<file path="config.mk">
export PLATFORM = sky130hd
export DESIGN_NAME = method_descriptor_parser_core
export DESIGN_NICKNAME = d
export VERILOG_FILES = /design/src/design/mdp_pkg.sv /design/src/design/mdp_step.sv /design/src/design/method_descriptor_parser_core.sv
export VERILOG_INCLUDE_DIRS = /design/src /design/src/design
export SDC_FILE = /design/constraint.sdc
export NUM_CORES = 1
export LEC_CHECK = 0
export ABC_CLOCK_PERIOD_IN_PS = 12310
export BUFFER_PORTS_ARGS = -buffer_cell sky130_fd_sc_hd__buf_2
export CORE_AREA = 4 4 155 157
export DETAILED_ROUTE_END_ITERATION = 10
export DIE_AREA = 0 0 159 161
export GPL_TIMING_DRIVEN = 0
export PLACE_DENSITY = 0.69
export SYNTH_ARGS = -nofsm -noshare
export SYNTH_HDL_FRONTEND = slang
export SYNTH_SLANG_ARGS = --single-unit
</file>
<file path="constraint.sdc">
create_clock -name clk -period 12.31 [get_ports clk]
set_clock_uncertainty 0.05 [all_clocks]
set_input_delay 1.231 -clock clk [delete_from_list [all_inputs] [get_ports clk]]
set_output_delay 1.231 -clock clk [all_outputs]
set_load 0.01 [all_outputs]
</file>
<file path="src/design/method_descriptor_parser_core_defines.svh">
// ----------------------------------------------------------------------------
// method_descriptor_parser_core_defines
// Assertion macros for the method descriptor parser core.
// ----------------------------------------------------------------------------
`ifndef METHOD_DESCRIPTOR_PARSER_CORE_DEFINES_SVH
`define METHOD_DESCRIPTOR_PARSER_CORE_DEFINES_SVH

`ifndef SYNTH

// condition holds at every edge out of reset
`define MDP_ASSERT(label, cond) \
	label: assert property (@(posedge clk) disable iff (!arst_n) (cond)) \
		else $error("mdp assertion failed");

// antecedent implies consequent in the next cycle
`define MDP_ASSERT_NEXT(label, ante, cons) \
	label: assert property (@(posedge clk) disable iff (!arst_n) (ante) |=> (cons)) \
		else $error("mdp assertion failed");

`else

`define MDP_ASSERT(label, cond)
`define MDP_ASSERT_NEXT(label, ante, cons)

`endif

`endif

</file>
<file path="src/design/mdp_pkg.sv">
// ----------------------------------------------------------------------------
// mdp_pkg
// Types, codes and helpers shared by the method descriptor parser.
// ----------------------------------------------------------------------------
`default_nettype none

package mdp_pkg;

	localparam int MAX_DESC_LEN_DEF   = 65536;
	localparam int MAX_ARRAY_DIMS_DEF = 255;

	// descriptor characters
	localparam logic [15:0] CH_LPAREN = 16'h0028;
	localparam logic [15:0] CH_RPAREN = 16'h0029;
	localparam logic [15:0] CH_SEMI   = 16'h003B;
	localparam logic [15:0] CH_LBRACK = 16'h005B;
	localparam logic [15:0] CH_L      = 16'h004C;
	localparam logic [15:0] CH_V      = 16'h0056;
	localparam logic [15:0] CH_Z      = 16'h005A;
	localparam logic [15:0] CH_C      = 16'h0043;
	localparam logic [15:0] CH_F      = 16'h0046;
	localparam logic [15:0] CH_D      = 16'h0044;
	localparam logic [15:0] CH_B      = 16'h0042;
	localparam logic [15:0] CH_S      = 16'h0053;
	localparam logic [15:0] CH_I      = 16'h0049;
	localparam logic [15:0] CH_J      = 16'h004A;

	// type kinds
	localparam logic [3:0] K_BOOL   = 4'd0;
	localparam logic [3:0] K_CHAR   = 4'd1;
	localparam logic [3:0] K_FLOAT  = 4'd2;
	localparam logic [3:0] K_DOUBLE = 4'd3;
	localparam logic [3:0] K_BYTE   = 4'd4;
	localparam logic [3:0] K_SHORT  = 4'd5;
	localparam logic [3:0] K_INT    = 4'd6;
	localparam logic [3:0] K_LONG   = 4'd7;
	localparam logic [3:0] K_ARRAY  = 4'd8;
	localparam logic [3:0] K_REF    = 4'd9;
	localparam logic [3:0] K_VOID   = 4'd10;

	// result events
	localparam logic [1:0] EV_PARAM = 2'd0;
	localparam logic [1:0] EV_FINAL = 2'd1;
	localparam logic [1:0] EV_ERROR = 2'd2;

	// error codes
	localparam logic [2:0] ERR_NONE      = 3'd0;
	localparam logic [2:0] ERR_NO_OPEN   = 3'd1;
	localparam logic [2:0] ERR_BAD_CHAR  = 3'd2;
	localparam logic [2:0] ERR_EARLY_END = 3'd3;
	localparam logic [2:0] ERR_NO_SEMI   = 3'd4;
	localparam logic [2:0] ERR_TRAILING  = 3'd5;
	localparam logic [2:0] ERR_DIMS      = 3'd6;

	typedef enum logic [2:0] {
		PH_OPEN,
		PH_PARAM,
		PH_PARR,
		PH_PCLS,
		PH_RET,
		PH_RARR,
		PH_RCLS,
		PH_DISCARD
	} phase_t;

	typedef struct packed {
		phase_t      phase;
		logic [7:0]  dim_depth;
		logic [15:0] type_start;
		logic [15:0] position;
		logic [16:0] slots;
		logic [15:0] param_counter;
	} state_t;

	localparam state_t STATE_RESET = '{
		phase:         PH_OPEN,
		dim_depth:     8'd0,
		type_start:    16'd0,
		position:      16'd0,
		slots:         17'd0,
		param_counter: 16'd0
	};

	typedef struct packed {
		logic [1:0]  event_res;
		logic [3:0]  type_kind;
		logic [3:0]  element_kind;
		logic [7:0]  array_dims;
		logic [15:0] start_pos;
		logic [15:0] type_length;
		logic [15:0] param_index;
		logic [16:0] slot_total;
		logic [2:0]  error_code;
		logic        end_of_run;
	} res_t;

	// {is_primitive, kind}
	function automatic logic [4:0] prim_code(input logic [15:0] c);
		logic [4:0] r;
		case (c)
			CH_Z:    r = {1'b1, K_BOOL};
			CH_C:    r = {1'b1, K_CHAR};
			CH_F:    r = {1'b1, K_FLOAT};
			CH_D:    r = {1'b1, K_DOUBLE};
			CH_B:    r = {1'b1, K_BYTE};
			CH_S:    r = {1'b1, K_SHORT};
			CH_I:    r = {1'b1, K_INT};
			CH_J:    r = {1'b1, K_LONG};
			default: r = 5'd0;
		endcase
		return r;
	endfunction

endpackage

`default_nettype wire

</file>
<file path="src/design/mdp_step.sv">
// ----------------------------------------------------------------------------
// mdp_step
// Next-state and result logic for one descriptor code unit.
// ----------------------------------------------------------------------------
`default_nettype none

module mdp_step #(
	parameter int MAX_DESC_LEN   = mdp_pkg::MAX_DESC_LEN_DEF,
	parameter int MAX_ARRAY_DIMS = mdp_pkg::MAX_ARRAY_DIMS_DEF
) (
	input  mdp_pkg::state_t st,
	input  logic [15:0]     ch,
	input  logic            last,
	output mdp_pkg::state_t nxt,
	output logic            emit,
	output mdp_pkg::res_t   res
);
	import mdp_pkg::*;

	state_t      w;
	logic [15:0] pos;
	logic [15:0] pos_inc;
	logic        is_ret;
	logic        done;
	logic        final_hit;
	logic [2:0]  err;
	logic [3:0]  elem;
	logic [3:0]  kind;
	logic [4:0]  pr;

	always_comb begin
		w         = st;
		pos       = st.position;
		pos_inc   = st.position + 16'd1;
		is_ret    = (st.phase == PH_RET) || (st.phase == PH_RARR) || (st.phase == PH_RCLS);
		pr        = prim_code(ch);
		done      = 1'b0;
		final_hit = 1'b0;
		err       = ERR_NONE;
		elem      = K_BOOL;
		kind      = K_BOOL;
		emit      = 1'b0;
		res       = '0;

		if (st.phase == PH_DISCARD) begin
			if (last) begin
				w = STATE_RESET;
			end else begin
				w.position = pos_inc;
			end
		end else begin
			case (st.phase)
				PH_OPEN: begin
					if (ch == CH_LPAREN) begin
						w.phase = PH_PARAM;
					end else begin
						err = ERR_NO_OPEN;
					end
				end
				PH_PARAM, PH_RET: begin
					w.dim_depth  = 8'd0;
					w.type_start = pos;
					if (!is_ret && ch == CH_RPAREN) begin
						w.phase = PH_RET;
					end else if (ch == CH_LBRACK) begin
						w.dim_depth = 8'd1;
						w.phase     = is_ret ? PH_RARR : PH_PARR;
					end else if (ch == CH_L) begin
						w.phase = is_ret ? PH_RCLS : PH_PCLS;
					end else if (pr[4]) begin
						done = 1'b1;
						elem = pr[3:0];
					end else if (is_ret && ch == CH_V) begin
						done = 1'b1;
						elem = K_VOID;
					end else begin
						err = ERR_BAD_CHAR;
					end
				end
				PH_PARR, PH_RARR: begin
					if (ch == CH_LBRACK) begin
						if (st.dim_depth >= 8'(MAX_ARRAY_DIMS)) begin
							err = ERR_DIMS;
						end else begin
							w.dim_depth = st.dim_depth + 8'd1;
						end
					end else if (ch == CH_L) begin
						w.phase = is_ret ? PH_RCLS : PH_PCLS;
					end else if (pr[4]) begin
						done = 1'b1;
						elem = pr[3:0];
					end else begin
						err = ERR_BAD_CHAR;
					end
				end
				default: begin
					// class name runs to the first semicolon; "L;" is empty
					if (ch == CH_SEMI) begin
						if (pos == 16'(st.type_start + 16'(st.dim_depth) + 16'd1)) begin
							err = ERR_BAD_CHAR;
						end else begin
							done = 1'b1;
							elem = K_REF;
						end
					end
				end
			endcase

			kind = (w.dim_depth != 8'd0) ? K_ARRAY : elem;

			if (err == ERR_NONE && done) begin
				if (!is_ret) begin
					if (w.dim_depth == 8'd0 && (elem == K_DOUBLE || elem == K_LONG)) begin
						w.slots = w.slots + 17'd2;
					end else begin
						w.slots = w.slots + 17'd1;
					end
					emit             = 1'b1;
					res.event_res    = EV_PARAM;
					res.type_kind    = kind;
					res.element_kind = elem;
					res.array_dims   = w.dim_depth;
					res.start_pos    = w.type_start;
					res.type_length  = pos - w.type_start + 16'd1;
					res.param_index  = w.param_counter;
					res.slot_total   = w.slots;
					w.param_counter  = w.param_counter + 16'd1;
					w.phase          = PH_PARAM;
					w.dim_depth      = 8'd0;
				end else if (last) begin
					final_hit        = 1'b1;
					emit             = 1'b1;
					res.event_res    = EV_FINAL;
					res.type_kind    = kind;
					res.element_kind = elem;
					res.array_dims   = w.dim_depth;
					res.start_pos    = w.type_start;
					res.type_length  = pos - w.type_start + 16'd1;
					res.param_index  = w.param_counter;
					res.slot_total   = w.slots;
					res.end_of_run   = 1'b1;
					w                = STATE_RESET;
				end else begin
					err = ERR_TRAILING;
				end
			end

			if (!final_hit) begin
				if (err == ERR_NONE && last) begin
					err = (w.phase == PH_PCLS || w.phase == PH_RCLS) ? ERR_NO_SEMI
						: ERR_EARLY_END;
				end
				if (err == ERR_NONE && !last && (17'(pos) + 17'd1) >= 17'(MAX_DESC_LEN)) begin
					err = ERR_TRAILING;
				end

				if (err != ERR_NONE) begin
					// replaces a parameter beat, but its counts stay taken
					emit            = 1'b1;
					res             = '0;
					res.event_res   = EV_ERROR;
					res.start_pos   = pos;
					res.param_index = w.param_counter;
					res.slot_total  = w.slots;
					res.error_code  = err;
					res.end_of_run  = 1'b1;
					if (last) begin
						w = STATE_RESET;
					end else begin
						w.phase    = PH_DISCARD;
						w.position = pos_inc;
					end
				end else begin
					w.position = pos_inc;
				end
			end
		end

		nxt = w;
	end

endmodule

`default_nettype wire

</file>
<file path="src/design/method_descriptor_parser_core.sv">
// ----------------------------------------------------------------------------
// method_descriptor_parser_core
// Streaming parser for method type descriptors, one code unit per beat.
// ----------------------------------------------------------------------------
// Takes one code unit per clock unless stalled and gives at most one result
// beat per unit. The unit is captured in an input register, the parse state
// update and result decode run in one pass of next-state logic, and the
// result is held in an output register. The state feedback through that
// single pass sets the rate of one unit per cycle, unless a result meets a
// held output; a unit with no result moves on while the output waits.
`default_nettype none

`include "method_descriptor_parser_core_defines.svh"

module method_descriptor_parser_core #(
	parameter int MAX_DESC_LEN   = mdp_pkg::MAX_DESC_LEN_DEF,
	parameter int MAX_ARRAY_DIMS = mdp_pkg::MAX_ARRAY_DIMS_DEF
) (
	input  logic        clk,
	input  logic        arst_n,
	input  logic        in_valid,
	output logic        in_stall,
	input  logic [15:0] ch,
	input  logic        last,
	output logic        out_valid,
	input  logic        out_stall,
	output logic [1:0]  event_res,
	output logic [3:0]  type_kind,
	output logic [3:0]  element_kind,
	output logic [7:0]  array_dims,
	output logic [15:0] start_pos,
	output logic [15:0] type_length,
	output logic [15:0] param_index,
	output logic [16:0] slot_total,
	output logic [2:0]  error_code,
	output logic        end_of_run
);
	import mdp_pkg::*;

	logic        valid_s1;
	logic [15:0] ch_s1;
	logic        last_s1;
	state_t      state_q;
	state_t      state_nxt;
	logic        emit;
	res_t        res;
	res_t        res_q;
	logic        out_valid_q;
	logic        out_free;
	logic        advance;

	mdp_step #(
		.MAX_DESC_LEN   (MAX_DESC_LEN),
		.MAX_ARRAY_DIMS (MAX_ARRAY_DIMS)
	) u_step (
		.st   (state_q),
		.ch   (ch_s1),
		.last (last_s1),
		.nxt  (state_nxt),
		.emit (emit),
		.res  (res)
	);

	assign out_free = !out_valid_q || !out_stall;
	assign advance  = valid_s1 && (!emit || out_free);
	assign in_stall = valid_s1 && !advance;

	always_ff @(posedge clk or negedge arst_n) begin
		if (!arst_n) begin
			valid_s1    <= 1'b0;
			state_q     <= STATE_RESET;
			out_valid_q <= 1'b0;
		end else begin
			if (!in_stall) begin
				valid_s1 <= in_valid;
			end
			if (advance) begin
				state_q <= state_nxt;
			end
			if (out_free) begin
				out_valid_q <= advance && emit;
			end
		end
	end

	always_ff @(posedge clk) begin
		if (!in_stall && in_valid) begin
			ch_s1   <= ch;
			last_s1 <= last;
		end
		if (advance && emit) begin
			res_q <= res;
		end
	end

	assign out_valid    = out_valid_q;
	assign event_res    = res_q.event_res;
	assign type_kind    = res_q.type_kind;
	assign element_kind = res_q.element_kind;
	assign array_dims   = res_q.array_dims;
	assign start_pos    = res_q.start_pos;
	assign type_length  = res_q.type_length;
	assign param_index  = res_q.param_index;
	assign slot_total   = res_q.slot_total;
	assign error_code   = res_q.error_code;
	assign end_of_run   = res_q.end_of_run;

	`MDP_ASSERT(a_err_beat_fields, !out_valid || event_res != EV_ERROR || (error_code != ERR_NONE && type_kind == K_BOOL && type_length == 16'd0 && end_of_run))
	`MDP_ASSERT(a_ok_beat_no_code, !out_valid || event_res == EV_ERROR || error_code == ERR_NONE)
	`MDP_ASSERT(a_param_not_end, !out_valid || event_res != EV_PARAM || !end_of_run)
	`MDP_ASSERT_NEXT(a_last_resets, advance && last_s1, state_q.phase == PH_OPEN && state_q.position == 16'd0 && state_q.param_counter == 16'd0)

endmodule

`default_nettype wire
</file>
==> results.txt <==
Ports - 110
Run status - completed
Net switching power - 0.000967 W
RSZ-0062 raised after global routing - false
Flop pwr share - 0.367
Number of global-route vias before repair - 9339
Clk root buf - clkbuf_16
Setup Crit Path Kind - flop to flop
Die Footprint - 25600 um^2
Iter 0 DRT Violations - 1060
Hold Path Sink - state_q[49]
Largest net degree at the start of global routing - 41
CP max-delay cell - clkbuf_1
Leakage - 5.15 nW
CP endpoint kind - flop
# Max-Cap Violations - 0
# clock sinks - 182
Synth area leaders - edfxtp_1 (28%), dfrtp_1 (17%), ha_1 (4.8%), nand2_1 (3.4%), nor2_1 (3.2%)
Worst Hold Class - flop to flop
Share of cells above drive strength 1 - 0.127
Power Dens Cells - 189 nW/um^2
Worst Reg2Reg Path Length in Cells - 17
Ys flop type - edfxtp_1
Worst endpoint required time - 12.42 ns
Clk Latency, worst-skew pair - 0.44 ns
Hold Path Origin - state_q[49]
Pre-antenna DRT Iters - 6
Setup TNS - 0 ns
Layout area overhead - 13.9%
Gr usage total - 0.248
Hold_ws - 0.460 ns
Initial antenna violation count - 0
DR vias/cell - 6.12
Hold buffer count at CTS - 0
Nets - 1378
Setup crit start kind - flop
PortBufs - 109
Drt total wl - 32200 um
Most frequent cells in the layout - buf_2 (110), edfxtp_1 (104), nand2_1 (102)
Post-Syn Area - 11200 um^2
Int Pwr - 0.00144 W
Post-DP HPWL - 23500 um
Post-CTS Resized - 0
Remaining DRCs - 0
Clock buffer count from CTS - 17
Design Power - 0.00241 W
Synth warnings - 0
Postcts setup bufs - 0
Crit path largest cell delay - 0.77 ns
Gate Count Post-Synth - 1181
CTS clk-pin slew, worst paths - 0.07 ns
Post-Syn Nets - 1247
Critical path arrival - 5.92 ns
Ys async rst share - 0.429
Peak supply drop - 123 uV
Routed Antenna Nets - 0
Period minus WS final - 5.81 ns
Leading cell type in the layout, fill and taps excluded - buf_2
Fill count - 1966
Diodes inserted - 0
GP Congestion - 0.911
Rows - 55
Final setup vio count - 0
Core area - 22500 um^2
Hold Path Depth - 2
First-pass GRT wire length - 51100 um
Die Width - 159 um
Reg-to-Reg Start - state_q[65]
R2R setup slack - 6.50 ns
Fraction of the cycle the final worst path needs - 0.472
CP max FO - 10
Initial core utilization - 0.498
Max clock buf depth - 2
CTS tree - yes
CP top delay family - buffers and inverters
CP Cell Sequence - inv_1, ha_1, inv_1, fa_1, a211oi_1, o21ai_1, nand2_1, a21oi_1, or4b_2, a31oi_1, a21oi_2, a21oi_1, or3_1, clkbuf_1, clkbuf_1, buf_1, nor2_1
Final slew viol count - 0
Actual slew at the worst max-slew pin - 0.993 ns
Max-slew headroom - 0.321
H-tree depth - 4
GR Overflow Total - 0
Clock share of power - 0.230
Seq cells post-synth - 182
Register area share after synthesis - 0.453
Fmax - 172 MHz
Top-area cell type share of the netlist area - 0.279
Net Sw Frac - 0.401
Hold violation total from the final report - 0
Chip Height - 161 um
Worst Setup SP - state_q[65]
Reg-to-Reg End - type_length[10]
Post-synthesis cell type count - 80
Via count - 9851
Post-synthesis average cell area - 9.48 um^2
Comb pwr share - 0.403
Largest area contributor in the netlist - edfxtp_1
Buffer and inverter count on the worst path - 5
Post-synth EDFFs - 104
Wire per inst - 20.0 um
through the flow:
step	cell area, um^2	util	instances	worst slack [ns]
after floorplan	11200	-	1181	5.24
after global placement	12100	0.538	1575	2.88
after detailed placement	12200	0.541	1578	6.64
after CTS	12800	0.567	1610	6.58
after global routing	12800	0.567	1610	6.14
final	12800	0.567	1610	6.50
flip-flops by register name, indices dropped and copies added (netlist names):
| name | count |
|---|---|
| start_pos | 16 |
| array_dims | 8 |
| ch_s1 | 16 |
| error_code | 3 |
| slot_total | 17 |
| param_index | 16 |
| valid_s1 | 1 |
| type_kind | 4 |
| event_res | 2 |
| end_of_run | 1 |
| element_kind | 4 |
| type_length | 16 |
| out_valid | 1 |
| state_q | 76 |
| last_s1 | 1 |
worst max path at each step:
stage                       to  depth (start not counted)
6_report       type_length[10]                         17
3_3_place_gp   type_length[13]                         10
2_1_floorplan    array_dims[0]                         10
4_1_cts               in_stall                         10
5_1_grt        type_length[15]                         19
3_5_place_dp   type_length[15]                         19
worst min-delay path, stage by stage (launching register included):
cell     delay [ns]
dfrtp_1        0.36
nand2_1        0.06
o31ai_1        0.06
layer usage:
metal / part of all wire / GRT usage / up-vias
met5: 0 / 0 / -
met1: 0.45 / 0.353 / 4631
met3: 0.088 / 0.0584 / 44
li1: - / - / 4705
met4: 0.021 / 0.0750 / 0
met2: 0.45 / 0.379 / 471
final cells by class:
class,count,area (um^2),area share
plain buffers,67,254,0.0199
clock buffers,19,433,0.0339
clock inverters,13,144,0.0113
inverters,32,120,0.00942
multi-input cells,900,5760,0.451
flip-flops and latches,182,5070,0.398
well taps,285,357,0.0280
repair buffers,112,616,0.0483
cells by family (layout without fill, tap and decap cells):
logic type	count (synthesis)	in the layout	share of synthesized area
and+or+nand+nor	430	430	0.199
AOI/OAI and AO/OA	356	356	0.205
DFF	182	182	0.453
buffers and inverters	99	243	0.0334
adders and majority gates	45	45	0.0516
xor gates and xnor gates	44	44	0.0344
muxes	25	25	0.0227
power groups by stage:
stage | combinational, W | sequential (W) | clock, W
finish | 0.000971 | 0.000884 | 0.000553
global route | 0.00105 | 0.000900 | 0.000586
CTS | 0.000964 | 0.000884 | 0.000562
detailed placement | 0.000959 | 0.000895 | 0
global placement | 0.000926 | 0.000920 | 0
floorplan | 0.000531 | 0.000974 | 0
synthesized netlist by cell type (6+ instances only):
master	count
dfrtp_1	78
o21ai_1	52
or4_1	8
nor2_1	95
and2_1	20
a22o_1	37
ha_1	43
a21o_1	14
o31ai_1	34
a211oi_1	6
and3_1	24
o22ai_1	6
nand2_1	102
edfxtp_1	104
or3_1	13
clkbuf_1	63
xor2_1	20
mux2i_1	22
nor3_1	22
o21ai_0	65
nand3_1	46
o21bai_1	6
nand4_1	15
a21oi_1	64
nor2b_1	11
nor4_1	12
and4_1	10
a31oi_1	19
xnor2_1	24
inv_1	29
nand2b_1	15
Note: power is estimated with default switching activity, not from simulation.
